<file path="config.mk">
export PLATFORM = sky130hd
export DESIGN_NAME = qalu_stage
export DESIGN_NICKNAME = d
export VERILOG_FILES = /design/src/quaternion_alu_core_macros.svh /design/src/qalu_stage.sv
export SDC_FILE = /design/constraint.sdc
export NUM_CORES = 1
export LEC_CHECK = 0
export BUFFER_PORTS_ARGS = -buffer_cell sky130_fd_sc_hd__buf_4
export CAP_MARGIN = 20
export CORE_AREA = 2 2 39 41
export CTS_CLUSTER_DIAMETER = 100
export DETAILED_ROUTE_END_ITERATION = 10
export DIE_AREA = 0 0 41 43
export SLEW_MARGIN = 40
export SYNTH_ARGS = -nofsm -noshare
export SYNTH_HDL_FRONTEND = slang
export SYNTH_SLANG_ARGS = --single-unit
</file>
<file path="constraint.sdc">
create_clock -name clk -period 0.9 [get_ports clk]
set_input_delay 0.09 -clock clk [delete_from_list [all_inputs] [get_ports clk]]
set_output_delay 0.09 -clock clk [all_outputs]
set_load 0.1 [all_outputs]
</file>
<file path="src/quaternion_alu_core_macros.svh">
// Assertion macros shared by the quaternion ALU top level.
// No dependencies.
`ifndef QUATERNION_ALU_CORE_MACROS_SVH
`define QUATERNION_ALU_CORE_MACROS_SVH

// assert that a implies b in the next cycle
`define QA_ASSERT_NEXT(lbl, clk, rst_n, a, b) \
    lbl: assert property (@(posedge clk) disable iff (!rst_n) (a) |=> (b)) \
        else $error("assertion failed");

// assert that a implies b in the same cycle
`define QA_ASSERT_NOW(lbl, clk, rst_n, a, b) \
    lbl: assert property (@(posedge clk) disable iff (!rst_n) (a) |-> (b)) \
        else $error("assertion failed");

`endif

</file>
<file path="src/qalu_stage.sv">
// One pipeline register stage with stall, carrying a payload of width PW_BITS.
// Depends on nothing.
module qalu_stage #(
    parameter int PW_BITS = 8
) (
    input  logic               clk,
    input  logic               rst_n,
    input  logic               in_valid,
    input  logic [PW_BITS-1:0] in_data,
    input  logic               hold,
    output logic               valid,
    output logic [PW_BITS-1:0] data
);
    logic valid_reg;
    logic [PW_BITS-1:0] data_reg;

    always_ff @(posedge clk or negedge rst_n)
    begin
        if (!rst_n)
        begin
            valid_reg <= 1'b0;
        end
        else if (!hold)
        begin
            valid_reg <= in_valid;
        end
    end

    always_ff @(posedge clk)
    begin
        if (!hold && in_valid)
        begin
            data_reg <= in_data;
        end
    end

    assign valid = valid_reg;
    assign data = data_reg;
endmodule

</file>
==> flow_metrics.env <==
export IMPL_outcome="complete, but fails checks"
export IMPL_violations="negative setup slack"
export IMPL_power_leakage_uw=0.0002497
export IMPL_r2r_start="valid"
export IMPL_io_pins=21
export IMPL_critPathTopFamily="flip-flops"
export IMPL_syn_cell_area_um2=289.0
export IMPL_setup_worst_path_class="reg2out"
export IMPL_vias=211
export IMPL_final_cell_area_um2=591.8
export IMPL_numCtsBuffers=3
export IMPL_grt_pass1_wl_um=690
export IMPL_syn_inst=11
export IMPL_required_ns=0.81
export IMPL_start_util_pct=20.89
export IMPL_setup_viol=9
export IMPL_synth_seq_cells=9
export IMPL_synthTopCellsByArea="edfxtp_1 (83%), dfrtp_1 (8.7%), mux2_4 (5.2%), and2b_2 (3.0%)"
export IMPL_post_place_cells=47
export IMPL_clk_pin_slew_ns=0.06
export IMPL_synth_warnings=0
export IMPL_port_buffer_count=20
export IMPL_rsz0062_at_grt="true"
export IMPL_worst_setup_path_end_kind="output pin"
export IMPL_crit_buf_inv=1
export IMPL_drv_slew=0
export IMPL_num_antenna_cells=0
export IMPL_drt_total_wl_um=543
export IMPL_dp_slack_ns=0.05898
export IMPL_dieHeight_um=43
export IMPL_worstReg2RegEnd="valid"
export IMPL_nets=54
export IMPL_drtPass1Iterations=3
export IMPL_period_share_pct=111.9
export IMPL_cp_slowest_cell="dfrtp_4"
export IMPL_syn_to_final_growth_pct=104.8
export IMPL_ff2ff_path_depth=1
export IMPL_largest_reg_flops=8
export IMPL_drc=0
export IMPL_first_iter_violations=1
export IMPL_hold_path_class="in2reg"
export IMPL_async_flop_share_pct=11.11
export IMPL_clock_latency_ns=0.25
export IMPL_place_gp_congestion=0.6251
export IMPL_avgViaCountPerCell=3.702
export IMPL_rows=14
export IMPL_clock_sinks=9
export IMPL_ant_nets=0
export IMPL_post_route_min_period_ns=1.007
export IMPL_syn_num_nets=23
export IMPL_cap_violations=0
export IMPL_track_usage_pct=6.212
export IMPL_core_um2=1384
export IMPL_synth_edf_count=8
export IMPL_synth_most_common_cell="edfxtp_1"
export IMPL_setup_ws_ns=-0.1071
export IMPL_worstPathCellList="buf_12"
export IMPL_yosysUniqueCellTypes=4
export IMPL_arrival_ns=0.92
export IMPL_dieArea_um2=1763
export IMPL_whs_path_depth=1
export IMPL_power_density_nw_per_um2=1958
export IMPL_ys_top_cells_by_count="edfxtp_1 (8), and2b_2 (1), dfrtp_1 (1), mux2_4 (1)"
export IMPL_hold_viol_final=0
export IMPL_grt_max_degree=9
export IMPL_die_x_um=41
export IMPL_cts_path_max_buffers=2
export IMPL_rrSetupSlack_ns=0.04
export IMPL_drive_gt1_share_pct=63.41
export IMPL_crit_path_start_kind="register"
export IMPL_fin_cells=57
export IMPL_dpl_cell_area_um2=462.9
export IMPL_fin_worst_skew_ns=0
export IMPL_ys_seq_area_share_pct=91.77
export IMPL_totalPowerFinal_uw=1159
export IMPL_holdPathEnd="data[5]"
export IMPL_cts_tree="done"
export IMPL_worst_pin_slew_ns=0.2033
export IMPL_yosys_area_top_type="edfxtp_1"
export IMPL_crit_fanout=2
export IMPL_htreeDepth=1
export IMPL_wl_per_cell_um=9.526
export IMPL_cts_root_buf="clkbuf_4"
export IMPL_antenna_found_initial=0
export IMPL_relSlewSlack_pct=86.48
export IMPL_synth_top_area_share_pct=83.12
export IMPL_cpPeakStageDelay_ns=0.49
export IMPL_post_route_util_pct=42.77
export IMPL_ys_flop_type="edfxtp_1"
export IMPL_peakVddDrop_uv=845.8
export IMPL_min_from="in_data[5]"
export IMPL_postCtsSetupBuffers=0
export IMPL_fmax_mhz=993.0
export IMPL_avgSynthCellArea_um2=26.28
export IMPL_grt_ovfl_total=0
export IMPL_grt_pass1_vias=188
[worst max path at each step]
stage	from	end	depth (start not counted)
2_1_floorplan	valid	valid	1
3_3_place_gp	valid	valid	1
3_5_place_dp	hold	data[5]	2
4_1_cts	valid	valid	1
5_1_grt	valid	valid	1
6_report	valid	valid	1
[cell usage in the layout, fill, tap and decap left out, drive strengths merged]
cell type and count:
dlygate4sd3 6, clkbuf 4, and2b 1, dfrtp 1, edfxtp 8, mux2 1, buf 20
[cell families after synthesis]
kind of cell	synth area share, %
DFF	91.77
muxes	5.193
and+or+nand+nor	3.031
[power breakdown]
| part | switching (µW) | total, µW | internal, µW |
|---|---|---|---|
| logic | 238 | 354 | 117 |
| registers | 15.2 | 506 | 491 |
| clock network | 128 | 298 | 170 |
[cell type report]
class	count	area (µm²)
Fill cell	130	792.0
Sequential cell	9	269.0
Timing Repair Buffer	26	252.7
Clock buffer	4	26.28
Multi-Input combinational cell	2	23.77
Tap cell	16	20.02
[timing repair]
action                                  CTS  global route
resized for setup                        11             0
hold endpoints to repair                  1             5
endpoints found under the setup margin    9             9
gates cloned                              0             0
hold buffers                              1             5
[metal layers]
metal  vias up  GRT usage [%]  routed length [µm]
li1        101              -                   -
met1        93          5.724                 198
met2        17          9.688                 266
met3         0          3.665                  78
met4         0          4.000                   0
met5         -              0                   0
[per-stage QoR]
| step | setup TNS, ns | hold WS (ns) |
|---|---|---|
| 2_1_floorplan | -0.8696 | -0.2056 |
| 3_3_place_gp | 0 | -0.1343 |
| 3_5_place_dp | 0 | -0.1338 |
| 4_1_cts | -0.3126 | 0.003042 |
| 5_1_grt | -0.4820 | 0.002495 |
| 6_report | -0.2101 | 0.01898 |
No activity file was read; power rests on OpenSTA's default activity.
